<file path="src/sv/csvfs_pkg.sv">
// ----------------------------------------------------------------------------
// csvfs_pkg
// Shared types and constants of the CSV field splitter: parse modes,
// configuration register indexes, reset values and the result record.
// ----------------------------------------------------------------------------
package csvfs_pkg;

    // byte and field widths
    localparam int BYTE_W      = 8;
    localparam int LIMIT_W     = 11;
    localparam int COL_IDX_W   = 10;
    localparam int CNT_W       = 32;
    localparam int CFG_IDX_W   = 2;

    // column saturation default
    localparam int MAX_COLUMNS_DEF = 1024;

    // row terminators
    localparam logic [BYTE_W-1:0] CH_CR = 8'd13;
    localparam logic [BYTE_W-1:0] CH_LF = 8'd10;

    // configuration reset values
    localparam logic [BYTE_W-1:0]  DELIMITER_RST    = 8'd44;
    localparam logic [BYTE_W-1:0]  QUOTE_CHAR_RST   = 8'd34;
    localparam logic [BYTE_W-1:0]  ESCAPE_CHAR_RST  = 8'd92;
    localparam logic [LIMIT_W-1:0] COLUMN_LIMIT_RST = 11'd16;

    // configuration register indexes
    typedef enum logic [CFG_IDX_W-1:0] {
        REG_DELIMITER    = 2'd0,
        REG_QUOTE_CHAR   = 2'd1,
        REG_ESCAPE_CHAR  = 2'd2,
        REG_COLUMN_LIMIT = 2'd3
    } csvfs_reg_idx_t;

    // parse modes
    typedef enum logic [2:0] {
        MODE_START     = 3'd0,
        MODE_UNQ       = 3'd1,
        MODE_UNQ_ESC   = 3'd2,
        MODE_QUO       = 3'd3,
        MODE_QUO_AFTER = 3'd4,
        MODE_QUO_ESC   = 3'd5
    } csvfs_mode_t;

    // configuration seen by the parser
    typedef struct packed {
        logic [BYTE_W-1:0]  delimiter;
        logic [BYTE_W-1:0]  quote_char;
        logic [BYTE_W-1:0]  escape_char;
        logic [LIMIT_W-1:0] column_limit;
    } csvfs_cfg_t;

    // one finished cell
    typedef struct packed {
        logic [COL_IDX_W-1:0] column_index;
        logic [CNT_W-1:0]     cell_offset;
        logic [CNT_W-1:0]     cell_length;
        logic                 row_end;
        logic                 column_overflow;
        logic [CNT_W-1:0]     row_number;
    } csvfs_result_t;

endpackage

</file>
<file path="src/sv/csvfs_core.sv">
// ----------------------------------------------------------------------------
// csvfs_core
// Parser state machine: holds mode, stream position, cell start, column and
// row counters, and classifies one byte per step into a cell record.
// ----------------------------------------------------------------------------
module csvfs_core #(
    parameter int MAX_COLUMNS = csvfs_pkg::MAX_COLUMNS_DEF
) (
    input  logic                          clk,
    input  logic                          rst_n,
    input  logic                          step,
    input  logic [csvfs_pkg::BYTE_W-1:0]  data_byte,
    input  csvfs_pkg::csvfs_cfg_t         cfg,
    output logic                          emit,
    output csvfs_pkg::csvfs_result_t      result
);

    // saturating column counter sizing
    localparam int COL_COUNT = (MAX_COLUMNS > 1024) ? 1024 : MAX_COLUMNS;
    localparam int COL_W     = (COL_COUNT > 1) ? $clog2(COL_COUNT) : 1;
    localparam logic [COL_W-1:0] COL_SAT = COL_W'(COL_COUNT - 1);

    csvfs_pkg::csvfs_mode_t             mode_reg, mode_next;
    logic [csvfs_pkg::CNT_W-1:0]        pos_reg, pos_next;
    logic [csvfs_pkg::CNT_W-1:0]        start_reg, start_next;
    logic [COL_W-1:0]                   col_reg, col_next;
    logic [csvfs_pkg::CNT_W-1:0]        rows_reg, rows_next;

    logic                               is_nl;
    logic                               is_delim;
    logic                               is_quote;
    logic                               is_escape;
    logic                               row_end;
    logic                               drop_quote;
    logic                               at_start;
    logic [csvfs_pkg::CNT_W-1:0]        cell_len;

    // byte classification
    assign is_nl     = (data_byte == csvfs_pkg::CH_CR) || (data_byte == csvfs_pkg::CH_LF);
    assign is_delim  = (data_byte == cfg.delimiter);
    assign is_quote  = (data_byte == cfg.quote_char);
    assign is_escape = (data_byte == cfg.escape_char);

    // output decode: does this byte close a cell
    always_comb
    begin
        emit       = 1'b0;
        row_end    = 1'b0;
        drop_quote = 1'b0;
        at_start   = 1'b0;
        case (mode_reg)
            csvfs_pkg::MODE_UNQ:
            begin
                if (is_delim)
                begin
                    emit = 1'b1;
                end
                else if (is_nl)
                begin
                    emit    = 1'b1;
                    row_end = 1'b1;
                end
            end
            csvfs_pkg::MODE_QUO_AFTER:
            begin
                drop_quote = 1'b1;
                if (is_delim)
                begin
                    emit = 1'b1;
                end
                else if (is_nl)
                begin
                    emit    = 1'b1;
                    row_end = 1'b1;
                end
            end
            csvfs_pkg::MODE_UNQ_ESC,
            csvfs_pkg::MODE_QUO,
            csvfs_pkg::MODE_QUO_ESC:
            begin
                emit = 1'b0;
            end
            default:
            begin
                at_start = 1'b1;
                if (is_nl)
                begin
                    emit    = 1'b1;
                    row_end = 1'b1;
                end
                else if (!is_quote && is_delim)
                begin
                    emit = 1'b1;
                end
            end
        endcase
    end

    // cell length, closing quote left out
    assign cell_len = at_start ? '0
                    : (pos_reg - start_reg - csvfs_pkg::CNT_W'(drop_quote));

    // result record
    always_comb
    begin
        result.column_index    = csvfs_pkg::COL_IDX_W'(col_reg);
        result.cell_offset     = at_start ? pos_reg : start_reg;
        result.cell_length     = cell_len;
        result.row_end         = row_end;
        result.column_overflow = (csvfs_pkg::LIMIT_W'(col_reg) >= cfg.column_limit);
        result.row_number      = rows_reg;
    end

    // next state
    always_comb
    begin
        mode_next  = mode_reg;
        pos_next   = pos_reg;
        start_next = start_reg;
        col_next   = col_reg;
        rows_next  = rows_reg;
        if (step)
        begin
            pos_next = pos_reg + 1'b1;
            case (mode_reg)
                csvfs_pkg::MODE_UNQ:
                begin
                    if (!is_delim && !is_nl && is_escape)
                    begin
                        mode_next = csvfs_pkg::MODE_UNQ_ESC;
                    end
                end
                csvfs_pkg::MODE_UNQ_ESC:
                begin
                    mode_next = csvfs_pkg::MODE_UNQ;
                end
                csvfs_pkg::MODE_QUO:
                begin
                    if (is_quote)
                    begin
                        mode_next = csvfs_pkg::MODE_QUO_AFTER;
                    end
                    else if (is_escape)
                    begin
                        mode_next = csvfs_pkg::MODE_QUO_ESC;
                    end
                end
                csvfs_pkg::MODE_QUO_ESC:
                begin
                    mode_next = csvfs_pkg::MODE_QUO;
                end
                csvfs_pkg::MODE_QUO_AFTER:
                begin
                    mode_next = csvfs_pkg::MODE_QUO;
                end
                default:
                begin
                    start_next = pos_reg;
                    if (is_nl)
                    begin
                        mode_next = csvfs_pkg::MODE_START;
                    end
                    else if (is_quote)
                    begin
                        start_next = pos_reg + 1'b1;
                        mode_next  = csvfs_pkg::MODE_QUO;
                    end
                    else if (is_delim)
                    begin
                        mode_next = csvfs_pkg::MODE_START;
                    end
                    else if (is_escape)
                    begin
                        mode_next = csvfs_pkg::MODE_UNQ_ESC;
                    end
                    else
                    begin
                        mode_next = csvfs_pkg::MODE_UNQ;
                    end
                end
            endcase

            // a finished cell returns to cell start and moves the counters
            if (emit)
            begin
                mode_next = csvfs_pkg::MODE_START;
                if (row_end)
                begin
                    col_next  = '0;
                    rows_next = rows_reg + 1'b1;
                end
                else if (col_reg < COL_SAT)
                begin
                    col_next = col_reg + 1'b1;
                end
            end
        end
    end

    // state registers
    always_ff @(posedge clk or negedge rst_n)
    begin
        if (!rst_n)
        begin
            mode_reg  <= csvfs_pkg::MODE_START;
            pos_reg   <= '0;
            start_reg <= '0;
            col_reg   <= '0;
            rows_reg  <= '0;
        end
        else
        begin
            mode_reg  <= mode_next;
            pos_reg   <= pos_next;
            start_reg <= start_next;
            col_reg   <= col_next;
            rows_reg  <= rows_next;
        end
    end

`ifndef SYNTH
    // every processed byte advances the stream position by one
    assert property (@(posedge clk) disable iff (!rst_n)
        step |=> (pos_reg == $past(pos_reg) + 1'b1))
        else $error("stream position did not advance");

    // a row end restarts the column and counts the row
    assert property (@(posedge clk) disable iff (!rst_n)
        (step && emit && row_end) |=> ((col_reg == '0) &&
                                       (rows_reg == $past(rows_reg) + 1'b1)))
        else $error("row end did not update column and row counters");

    // a finished cell always leaves the parser at cell start
    assert property (@(posedge clk) disable iff (!rst_n)
        (step && emit) |=> (mode_reg == csvfs_pkg::MODE_START))
        else $error("parser not at cell start after a cell");
`endif

endmodule

</file>
<file path="src/sv/csv_field_splitter.sv">
// ----------------------------------------------------------------------------
// csv_field_splitter
// Splits a CSV byte stream into cell records: column, offset, length,
// row end, column overflow and row number.
// ----------------------------------------------------------------------------
// Usage:
//   Input channel data_valid/data_ready carries one stream byte per transfer.
//   Result channel result_valid/result_ready carries one record for each
//   byte that closes a cell (delimiter, CR or LF outside a quote or escape).
//   Configuration channel cfg_valid/cfg_ready (always ready) writes
//   delimiter, quote, escape and column limit; write only while idle.
//   Path: the byte that closes a cell is registered in the input stage, and
//   its record is registered in the result register.
//   Throughput: one byte per cycle; the input stage and the result register
//   part the two sides, so a byte that closes no cell is consumed even while
//   a record waits. The parser state update is a single registered step.
//   When the receiver stalls, a byte that would close a cell waits in the
//   input stage and data_ready drops until the result register frees.
//   Reset clears the parser to cell start, the position, column and row
//   counters to zero, and loads the default configuration (comma, double
//   quote, backslash, 16 columns).
// ----------------------------------------------------------------------------
module csv_field_splitter #(
    parameter int MAX_COLUMNS = csvfs_pkg::MAX_COLUMNS_DEF
) (
    input  logic                              clk,
    input  logic                              rst_n,
    // byte stream
    input  logic                              data_valid,
    output logic                              data_ready,
    input  logic [csvfs_pkg::BYTE_W-1:0]      data_byte,
    // cell records
    output logic                              result_valid,
    input  logic                              result_ready,
    output logic [csvfs_pkg::COL_IDX_W-1:0]   column_index,
    output logic [csvfs_pkg::CNT_W-1:0]       cell_offset,
    output logic [csvfs_pkg::CNT_W-1:0]       cell_length,
    output logic                              row_end,
    output logic                              column_overflow,
    output logic [csvfs_pkg::CNT_W-1:0]       row_number,
    // configuration writes
    input  logic                              cfg_valid,
    output logic                              cfg_ready,
    input  logic [csvfs_pkg::CFG_IDX_W-1:0]   cfg_index,
    input  logic [csvfs_pkg::LIMIT_W-1:0]     cfg_data
);

    csvfs_pkg::csvfs_cfg_t             cfg_reg, cfg_next;
    logic                              in_vld_reg, in_vld_next;
    logic [csvfs_pkg::BYTE_W-1:0]      in_byte_reg, in_byte_next;
    logic                              out_vld_reg, out_vld_next;
    csvfs_pkg::csvfs_result_t          out_reg, out_next;

    logic                              step;
    logic                              emit;
    logic                              out_free;
    csvfs_pkg::csvfs_result_t          step_result;

    // configuration registers
    assign cfg_ready = 1'b1;

    always_comb
    begin
        cfg_next = cfg_reg;
        if (cfg_valid && cfg_ready)
        begin
            case (csvfs_pkg::csvfs_reg_idx_t'(cfg_index))
                csvfs_pkg::REG_DELIMITER:    cfg_next.delimiter    = cfg_data[7:0];
                csvfs_pkg::REG_QUOTE_CHAR:   cfg_next.quote_char   = cfg_data[7:0];
                csvfs_pkg::REG_ESCAPE_CHAR:  cfg_next.escape_char  = cfg_data[7:0];
                csvfs_pkg::REG_COLUMN_LIMIT: cfg_next.column_limit = cfg_data;
                default:                     cfg_next = cfg_reg;
            endcase
        end
    end

    // parser core
    csvfs_core #(
        .MAX_COLUMNS (MAX_COLUMNS)
    ) u_core (
        .clk       (clk),
        .rst_n     (rst_n),
        .step      (step),
        .data_byte (in_byte_reg),
        .cfg       (cfg_reg),
        .emit      (emit),
        .result    (step_result)
    );

    // a held byte is processed when it closes no cell or the result slot frees
    assign out_free   = !out_vld_reg || result_ready;
    assign step       = in_vld_reg && (!emit || out_free);
    assign data_ready = !in_vld_reg || step;

    // input stage
    always_comb
    begin
        in_vld_next  = in_vld_reg;
        in_byte_next = in_byte_reg;
        if (data_valid && data_ready)
        begin
            in_vld_next  = 1'b1;
            in_byte_next = data_byte;
        end
        else if (step)
        begin
            in_vld_next = 1'b0;
        end
    end

    // result register
    always_comb
    begin
        out_vld_next = out_vld_reg;
        out_next     = out_reg;
        if (step && emit)
        begin
            out_vld_next = 1'b1;
            out_next     = step_result;
        end
        else if (result_ready)
        begin
            out_vld_next = 1'b0;
        end
    end

    always_ff @(posedge clk or negedge rst_n)
    begin
        if (!rst_n)
        begin
            cfg_reg.delimiter    <= csvfs_pkg::DELIMITER_RST;
            cfg_reg.quote_char   <= csvfs_pkg::QUOTE_CHAR_RST;
            cfg_reg.escape_char  <= csvfs_pkg::ESCAPE_CHAR_RST;
            cfg_reg.column_limit <= csvfs_pkg::COLUMN_LIMIT_RST;
            in_vld_reg           <= 1'b0;
            out_vld_reg          <= 1'b0;
        end
        else
        begin
            cfg_reg     <= cfg_next;
            in_vld_reg  <= in_vld_next;
            out_vld_reg <= out_vld_next;
        end
    end

    // payload registers
    always_ff @(posedge clk)
    begin
        in_byte_reg <= in_byte_next;
        out_reg     <= out_next;
    end

    // result ports
    assign result_valid    = out_vld_reg;
    assign column_index    = out_reg.column_index;
    assign cell_offset     = out_reg.cell_offset;
    assign cell_length     = out_reg.cell_length;
    assign row_end         = out_reg.row_end;
    assign column_overflow = out_reg.column_overflow;
    assign row_number      = out_reg.row_number;

`ifndef SYNTH
    // back pressure only while a byte is held
    assert property (@(posedge clk) disable iff (!rst_n)
        !data_ready |-> in_vld_reg)
        else $error("input stalled with an empty input stage");

    // a closing byte blocked by a full result slot stays in the input stage
    assert property (@(posedge clk) disable iff (!rst_n)
        (in_vld_reg && emit && !out_free) |=> (in_vld_reg && $stable(in_byte_reg)))
        else $error("blocked closing byte was lost");

    // a processed closing byte shows up as a record next cycle
    assert property (@(posedge clk) disable iff (!rst_n)
        (step && emit) |=> result_valid)
        else $error("finished cell did not reach the result register");
`endif

endmodule
</file>
<file path="config.mk">
export PLATFORM = sky130hd
export DESIGN_NAME = csv_field_splitter
export DESIGN_NICKNAME = d
export VERILOG_FILES = /design/src/sv/csvfs_pkg.sv /design/src/sv/csvfs_core.sv /design/src/sv/csv_field_splitter.sv
export SDC_FILE = /design/constraint.sdc
export NUM_CORES = 1
export LEC_CHECK = 0
export BUFFER_PORTS_ARGS = -buffer_cell sky130_fd_sc_hd__buf_2
export CAP_MARGIN = 5
export CORE_ASPECT_RATIO = 0.9
export CORE_UTILIZATION = 40
export CTS_CLUSTER_SIZE = 24
export DETAILED_ROUTE_END_ITERATION = 6
export PLACE_DENSITY = 0.62
export RECOVER_POWER = 50
export SLEW_MARGIN = 20
export SYNTH_ARGS = -nofsm -noshare
export SYNTH_HDL_FRONTEND = slang
export SYNTH_SLANG_ARGS = --single-unit
</file>
<file path="constraint.sdc">
create_clock -name clk -period 4.4 [get_ports clk]
set_clock_uncertainty 0.05 [all_clocks]
set_input_delay 0.88 -clock clk [delete_from_list [all_inputs] [get_ports clk]]
set_output_delay 0.88 -clock clk [all_outputs]
set_load 0.03 [all_outputs]
</file>
==> flow_summary.ini, run 1 <==
[clock_network]
clock_latency_ns = 0.56
cts_resized = 0
holdBufCountCts = 0
tritoncts = done
cts_setup_buffers = 0
cts_buffers = 29
htreeDepth = 1
clock-sinks = 262
cts_buffer_depth = 3
clkSlewWorstSetupHoldPaths_ns = 0.06
root_buffer = clkbuf_16

[placement]
placed_cell_area_mm2 = 0.01481
dp.final_hpwl_um = 21060
numPortBuffers = 135
gp_congestion = 0.8080

[drt]
drc = 0
wl_per_cell_um = 15.64
vias = 9585
firstDrtPassIters = 5
vias_per_cell = 5.058
wirelength_um = 29630
drt_iter0_drc = 576
ant_nets = 0

[sta]
hold_violations = 0
slew_violations = 125
fmax_mhz = 256.9
tns_ns = 0
fin_crit_sh_pct = 88.48
relSlewSlack_pct = -64.07
tightestPinTransition_ns = 2.461
rsz0062_at_grt = no
fin_crit_ns = 3.893
setup_viol = 0

[finish]
nets = 1519
drive_gt1_share_pct = 12.71
largest_reg_flops = 35
area_delta_synth_final_pct = 15.26
n_antenna_cell = 0
finalInstanceArea_mm2 = 0.01568

[synthesis]
yosysTopAreaCell = edfxtp_1
synth_cell_types = 69
syn_nets = 1380
synthCells = 1279
synth_edf_count = 116
synth_seq_area_share_pct = 52.56
syn-cell-area_mm2 = 0.01360
avgSynthCellArea_um2 = 10.64
ys_top_cells_by_count = dfrtp_1, xnor2_1, nand2_1
yosysMostFrequentCell = dfrtp_1
synthTopCellsByArea = edfxtp_1, dfrtp_1, xnor2_1
yosys_register_bits = 262
yosysTopAreaCellShare_pct = 25.61
yosysWarnings = 0
ys.flop_type = dfrtp_1
async_flop_share_pct = 55.73

[floorplan]
rows = 63
initial_core_util_pct = 40.99
die_w_um = 196.4
io_pins = 137
die_area_mm2 = 0.03475
design.core.area_mm2 = 0.03319
die_y_um = 176.9

[run]
drv_cap = 2

[setup_path]
required_ns = 4.64
reg2reg_depth = 13
worstPathMaxFanout = 8
startpoint_type = flip-flop
cp-end-kind = flip-flop
arrival_ns = 4.13
crit_type = flip-flop to flip-flop

[min_path]
hold_path_class = flip-flop to flip-flop
whs_path_depth = 0

[power]
max-vdd-ir-drop_uv = 317.6
p_leak_nw = 6.565
p_per_area_mw_per_mm2 = 647.4
power_mw = 10.15

[grt]
grt_first_pass_wirelength_um = 48210
grt_usage_pct = 17.29
grt_max_degree = 95
grt_pass1_vias = 9314
grt_overflow = 0
antenna_found_initial = 0

[status]
violations = capacitance limit, slew limit
outcome = complete, but fails checks
==> report_power, final <==
part / total, mW / switching [mW] / internal, mW
Clock: 2.54 / 0.982 / 1.56
Sequential: 3.33 / 0.260 / 3.07
Combinational: 4.27 / 2.54 / 1.73
==> routing by layer <==
metal  up-vias  share of wire, %  GRT usage [%]
met4         0               2.2          4.329
met1      4645                48          24.47
met5         -                 0              0
met2       187                45          27.51
li1       4712                 -              -
met3        41               4.7          2.896
==> critical path: stages, from the launching register on <==
cell and delay, ns:
dfrtp_1 0.45, inv_1 0.20, nand3_1 0.15, fa_1 0.45
fa_1 0.40, nand2b_1 0.18, a2111oi_0 0.46, buf_4 0.20
o31ai_1 0.11, a2bb2oi_1 0.22, a31oi_1 0.40, a21oi_1 0.14
xnor2_1 0.15, nor2_1 0.05
==> final cells by class <==
class | instances | area, um2
fill | 3108 | 17510
sequential | 262 | 7149
multi-input combinational | 864 | 5859
clock buffer | 38 | 799.5
timing repair buffer | 145 | 661.9
tap | 455 | 569.3
inverter | 116 | 437.9
clock inverter | 15 | 201.4
==> per-stage QoR <==
step | hold WS [ns] | setup slack (ns) | cells | utilization (%)
5_1_grt | 0.4244 | 0.1649 | 1895 | 47.25
3_3_place_gp | 0.4057 | 0.5974 | 1842 | 44.61
2_1_floorplan | 0.3910 | 0.1600 | 1279 | -
6_report | 0.4145 | 0.5070 | 1895 | 47.25
3_5_place_dp | 0.4022 | 0.5791 | 1842 | 44.61
4_1_cts | 0.4122 | 0.5621 | 1895 | 47.63
==> kinds of logic after synthesis <==
logic type | after synthesis | share of synthesized area, %
buffers and inverters | 153 | 4.369
flip-flops | 262 | 52.56
AND/OR/NAND/NOR | 396 | 14.34
multiplexers | 37 | 3.054
XOR/XNOR | 145 | 9.336
AO/OA/AOI/OAI | 210 | 9.309
other | 1 | 0.02757
adder cells (fa/ha/maj) | 75 | 7.009
==> cell usage in the layout, fill, tap and decap left out, types with 5 or more instances in the layout <==
cell,Yosys,layout
a21o_1,11,11
a21oi_1,81,81
and2_1,11,10
and3_1,14,14
and4_1,8,8
buf_2,10,58
buf_4,2,7
bufinv_16,0,5
clkbuf_1,25,82
clkbuf_16,0,29
dfrtp_1,136,136
dfstp_2,10,10
edfxtp_1,116,116
ha_1,73,73
inv_1,116,115
mux2_2,35,35
nand2_1,117,117
nand2b_1,10,10
nand3_1,48,48
nand4_1,23,23
nor2_1,105,105
nor3_1,10,10
nor4_1,13,13
o21a_1,9,9
o21ai_0,61,61
o21bai_1,5,5
or2_2,9,9
xnor2_1,121,121
xor2_1,24,24
==> worst paths after layout <==
kind | end | from | slack (ns)
setup / recovery | cell_length[30] | u_core.mode_reg[1] | 0.51
hold / removal | row_number[31] | u_core.rows_reg[31] | 0.41
setup reg to reg | cell_length[30] | u_core.mode_reg[1] | 0.51
hold reg to reg | row_number[31] | u_core.rows_reg[31] | 0.41
max in group asynchronous | cfg_reg[9] | rst_n | 0.86
min in group asynchronous | u_core.rows_reg[24] | rst_n | 0.95
(Power assumes the default switching activity.)
==> run 2: changes to the inputs <==
--- a/config.mk
+++ b/config.mk
@@ -11,7 +11,6 @@
 export CORE_UTILIZATION = 40
 export CTS_CLUSTER_SIZE = 24
 export DETAILED_ROUTE_END_ITERATION = 6
-export PLACE_DENSITY = 0.62
 export RECOVER_POWER = 50
 export SLEW_MARGIN = 20
 export SYNTH_ARGS = -nofsm -noshare
==> constraint.sdc (replaced) <==
create_clock -name clk -period 3.73 [get_ports clk]
set_clock_uncertainty 0.05 [all_clocks]
set_input_delay 0.746 -clock clk [delete_from_list [all_inputs] [get_ports clk]]
set_output_delay 0.746 -clock clk [all_outputs]
set_load 0.02 [all_outputs]
==> run 2 against run 1 <==
The run still ends with capacitance limit, slew limit left. Utilization up 0.060 points. Die area unchanged. Non-clock buffer count up 14. Combinational power up 21%. Sequential power up 17%. Wire length about the same. Flip-flop and latch count unchanged. Clock power up 6%. First-iteration DRC count down 11%. Clock-buffer cell count up 2. Setup slack worse by 0.28 ns. Cell count up 0.74%. Critical path type is now flip-flop to output port.
==> flow_summary.ini, run 2 (same netlist as run 1, synthesis figures left out) <==
[placement]
dp.final_hpwl_um = 21370
placed_cell_area_mm2 = 0.01494
place_ws_ns = 0.1318
numPortBuffers = 135
gp_congestion = 0.8329

[drt]
vias = 9589
wirelength_um = 29630
drc = 0
drt_iter0_drc = 510
firstDrtPassIters = 5
ant_nets = 0
vias_per_cell = 5.023
wl_per_cell_um = 15.52

[finish]
area_delta_synth_final_pct = 15.41
fin_util_pct = 47.31
nFillCells = 3147
nets = 1533
finalInstanceArea_mm2 = 0.01570
regArea_mm2 = 0.007149
layout_common_cells = dfrtp_1, xnor2_1, nand2_1, edfxtp_1, inv_1
drive_gt1_share_pct = 12.65
final_common_cell = dfrtp_1
multi_input_comb_area_mm2 = 0.005899
n_antenna_cell = 0
largest_reg_flops = 35

[status]
outcome = complete, but fails checks
violations = capacitance limit, slew limit

[grt]
grt_usage_pct = 17.32
grt_first_pass_wirelength_um = 48630
grt_max_degree = 67
grt_pass1_vias = 9339
grt_overflow = 0
antenna_found_initial = 0

[sta]
fin_crit_ns = 3.505
tightestPinTransition_ns = 1.715
relSlewSlack_pct = -14.30
setup_viol = 0
hold_violations = 0
slew_violations = 67
tns_ns = 0
fmax_mhz = 285.3
timing.final.ws_setup_ns = 0.2252
rsz0062_at_grt = no
fin_crit_sh_pct = 93.96

[setup_path]
crit_path_start = in_byte_reg[0]
endpoint = data_ready
r2r_start = u_core.mode_reg[1]
reg2reg_depth = 13
cp-end-kind = output port
reg2reg_to = cell_length[30]
required_ns = 2.93
startpoint_type = flip-flop
worstPathMaxFanout = 5
arrival_ns = 2.71
crit_type = flip-flop to output port
reg2reg_slack_ns = 0.32

[floorplan]
io_pins = 137
rows = 63
initial_core_util_pct = 40.99
die_area_mm2 = 0.03475
design.core.area_mm2 = 0.03319
die_y_um = 176.9
die_w_um = 196.4

[clock_network]
cts_buffer_depth = 3
root_buffer = clkbuf_16
cts_buffers = 29
clkSlewWorstSetupHoldPaths_ns = 0.06
clock_latency_ns = 0.54
tritoncts = done
htreeDepth = 1
clock-sinks = 262
cts_setup_buffers = 0

[run]
drv_cap = 1

[min_path]
hold_path_class = input pin to flip-flop
whs_path_depth = 1

[power]
power_mw = 11.77
p_per_area_mw_per_mm2 = 749.7
max-vdd-ir-drop_uv = 376.3
p_leak_nw = 6.589
## run 2: cell count changes in the layout (fill, tap and decap cells not counted), moves of 2 or more
cell and delta:
clkinv_2 +5, clkbuf_8 -4, o41a_4 +2, clkbuf_1 +20
o41a_2 -2, bufinv_16 -3, clkinv_1 -3, buf_2 -12
buf_4 +11
## run 2: routing by layer
metal | track usage (%) | routed length (um) | vias to the layer above
li1 | - | - | 4747
met1 | 25.12 | 14450 | 4634
met2 | 27.35 | 13440 | 169
met3 | 2.401 | 1166 | 39
met4 | 4.069 | 584 | 0
met5 | 0 | 0 | -
## run 2: worst min path at each step
stage | slack, ns | to | start
2_1_floorplan | 0.39 | u_core.rows_reg[31] | u_core.rows_reg[31]
3_3_place_gp | 0.42 | row_number[31] | u_core.rows_reg[31]
3_5_place_dp | 0.42 | u_core.rows_reg[31] | u_core.rows_reg[31]
4_1_cts | 0.15 | u_core.rows_reg[19] | rst_n
5_1_grt | 0.31 | in_byte_reg[3] | data_byte[3]
6_report | 0.33 | in_byte_reg[6] | data_byte[6]
## run 2: final cells by class
class | count | area share, %
Inverter | 116 | 2.797
Tap cell | 455 | 3.626
Multi-Input combinational cell | 864 | 37.58
Timing Repair Buffer | 159 | 4.822
Clock buffer | 40 | 4.886
Clock inverter | 13 | 0.7492
Sequential cell | 262 | 45.54
## run 2: what timing repair did
item                                    4_1_cts  5_1_grt
resized for setup                             0        5
endpoints found under the setup margin        0        4
hold buffers                                  0        0
## run 2: power by group
part / internal [mW] / switching [mW]
Sequential: 3.62 / 0.276
Combinational: 2.12 / 3.04
Clock: 1.57 / 1.13
## run 2: worst max-delay path, cell delays in order, from the launching register on
cell	delay [ns]
edfxtp_1	0.50
xnor2_1	0.21
nand4_1	0.26
o41a_4	0.56
and3_1	0.25
nand3_1	0.18
buf_2	0.20
## run 2: per-stage QoR
| stage | hold slack (ns) | instances |
|---|---|---|
| floorplan | 0.3910 | 1279 |
| global placement | 0.4163 | 1856 |
| detailed placement | 0.4154 | 1856 |
| CTS | 0.1546 | 1909 |
| global route | 0.3070 | 1909 |
| finish | 0.3265 | 1909 |
==> run 3: changes to the inputs <==
--- a/config.mk
+++ b/config.mk
@@ -8,9 +8,10 @@
 export BUFFER_PORTS_ARGS = -buffer_cell sky130_fd_sc_hd__buf_2
 export CAP_MARGIN = 5
 export CORE_ASPECT_RATIO = 0.9
-export CORE_UTILIZATION = 40
+export CORE_UTILIZATION = 55
 export CTS_CLUSTER_SIZE = 24
 export DETAILED_ROUTE_END_ITERATION = 6
+export PLACE_DENSITY = 0.75
 export RECOVER_POWER = 50
 export SLEW_MARGIN = 20
 export SYNTH_ARGS = -nofsm -noshare
==> run 3 against run 2 <==
The run still ends with capacitance limit, slew limit left. Global-route usage up 5.4 points. Register-to-register slack worse by 0.14 ns. Largest power group unchanged. Via count up 2.1%. Hold slack better by 0.00070 ns. Wire length down 5.8%. Critical path depth up 7. Sequential power about the same. Power up 2.8%. Flip-flop and latch count unchanged. Sequential share of layout area up 0.20 points. Clock power up 8.9%.
==> flow_summary.ini, run 3 (same netlist as run 1, synthesis figures left out) <==
[status]
outcome = complete, but fails checks
violations = capacitance limit, slew limit

[sta]
slew_violations = 71
fmax_mhz = 281.4
relSlewSlack_pct = -17.72
holdWs_ns = 0.3272
rsz0062_at_grt = no
fin_crit_ns = 3.554
hold_violations = 0
tns_ns = 0
tightestPinTransition_ns = 1.766
setup_viol = 0
fin_crit_sh_pct = 95.28

[floorplan]
initial_core_util_pct = 56.08
die_w_um = 167.8
design.core.area_mm2 = 0.02426
rows = 54
die_area_mm2 = 0.02537
io_pins = 137
die_y_um = 151.2

[finish]
layout_common_cells = dfrtp_1, xnor2_1, nand2_1, edfxtp_1, inv_1
final_common_cell = dfrtp_1
drive_gt1_share_pct = 13.29
instances_no_fill = 1760
fin_util_pct = 64.44
finalInstanceArea_mm2 = 0.01563
largest_reg_flops = 35
n_antenna_cell = 0
area_delta_synth_final_pct = 14.91
nets = 1531

[grt]
grt_overflow = 0
grt_pass1_vias = 9382
antenna_found_initial = 0
grt_first_pass_wirelength_um = 46400
grt_usage_pct = 22.71
grt_max_degree = 86

[power]
clkPwrFrac_pct = 24.3
p_leak_nw = 6.628
p_per_area_mw_per_mm2 = 774.3
p_switching_mw = 4.497
swShare_pct = 37.15
max-vdd-ir-drop_uv = 389.2
seq_power_share_pct = 32.3
p_int_mw = 7.607
comb_power_share_pct = 43.4

[clock_network]
root_buffer = clkbuf_16
cts_buffer_depth = 3
cts_buffers = 28
clkSlewWorstSetupHoldPaths_ns = 0.06
htreeDepth = 1
tritoncts = done
clock_latency_ns = 0.54
clock-sinks = 262

[run]
drv_cap = 2

[drt]
wl_per_cell_um = 15.87
drt_iter0_drc = 573
vias = 9791
wirelength_um = 27920
ant_nets = 0
firstDrtPassIters = 5
drc = 0
vias_per_cell = 5.563

[placement]
numPortBuffers = 135
dp.cells = 1708
placed_cell_area_mm2 = 0.01475
dp.final_hpwl_um = 20030
gp_congestion = 0.9016

[setup_path]
worstPathMaxFanout = 7
required_ns = 3.98
startpoint_type = flip-flop
crit_type = flip-flop to flip-flop
cp-end-kind = flip-flop
arrival_ns = 3.81

[min_path]
hold_path_class = input pin to flip-flop
-- run 3: changes by cell type in the layout (fill, tap and decap cells not counted), sizes merged --
cell / change
inv: +1
bufinv: +1
clkbuf: -1
clkinvlp: +1
clkinv: -5
buf: +1
-- run 3: critical path: stages (launching register included) --
cell       delay (ns)
dfrtp_2          0.45
inv_1            0.07
nand3_1          0.10
fa_1             0.44
fa_1             0.40
nand2b_1         0.20
a2111oi_2        0.37
buf_4            0.19
o311ai_0         0.13
a211o_1          0.38
nand3_1          0.15
o21ai_1          0.10
xor2_1           0.15
and2_1           0.15
-- run 3: repair_timing --
item	in CTS	in global routing
hold buffers	0	0
endpoints found under the setup margin	0	7
hold endpoints to repair	0	0
buffers inserted	0	0
resized for setup	0	6
-- run 3: metrics by stage --
| stage | total power, mW | setup slack (ns) |
|---|---|---|
| 6_report | 12.10 | 0.1762 |
| 5_1_grt | 13.01 | 0.001918 |
| 4_1_cts | 12.12 | 0.1027 |
| 3_5_place_dp | 9.143 | 0.1282 |
| 3_3_place_gp | 8.969 | 0.2418 |
| 2_1_floorplan | 7.807 | 0.07615 |
-- run 3: worst paths after layout --
kind / start / to / slack, ns / cells past startpoint
setup / recovery: u_core.mode_reg[0] / cell_length[24] / 0.18 / 13
hold / removal: data_byte[5] / in_byte_reg[5] / 0.33 / 1
setup reg to reg: u_core.mode_reg[0] / cell_length[24] / 0.18 / 13
hold reg to reg: u_core.rows_reg[31] / row_number[31] / 0.42 / 0
max in group asynchronous: rst_n / result_valid / 0.74 / 2
min in group asynchronous: rst_n / u_core.rows_reg[20] / 0.61 / 1
-- run 3: final cells by class --
class | instances | area (um2)
Timing Repair Buffer | 158 | 754.5
Multi-Input combinational cell | 864 | 5901
Sequential cell | 262 | 7151
Clock buffer | 41 | 863.3
Inverter | 116 | 439.2
Tap cell | 308 | 385.4
Clock inverter | 11 | 137.6
Fill cell | 1946 | 8625
-- run 3: power by group through the flow --
stage	Combinational, mW	Sequential [mW]	Clock (mW)
2_1_floorplan	3.90	3.91	0
3_3_place_gp	5.02	3.95	0
3_5_place_dp	5.18	3.96	0
4_1_cts	5.21	3.91	3.00
5_1_grt	5.95	3.96	3.11
6_report	5.25	3.91	2.94
-- run 3: layer usage --
metal / GRT usage [%] / share of wire, % / wire [um]
met1: 32.16 / 47 / 13110
met4: 5.459 / 2.1 / 574
met3: 3.397 / 5.0 / 1399
met5: 0 / 0 / 0
met2: 37.00 / 46 / 12840
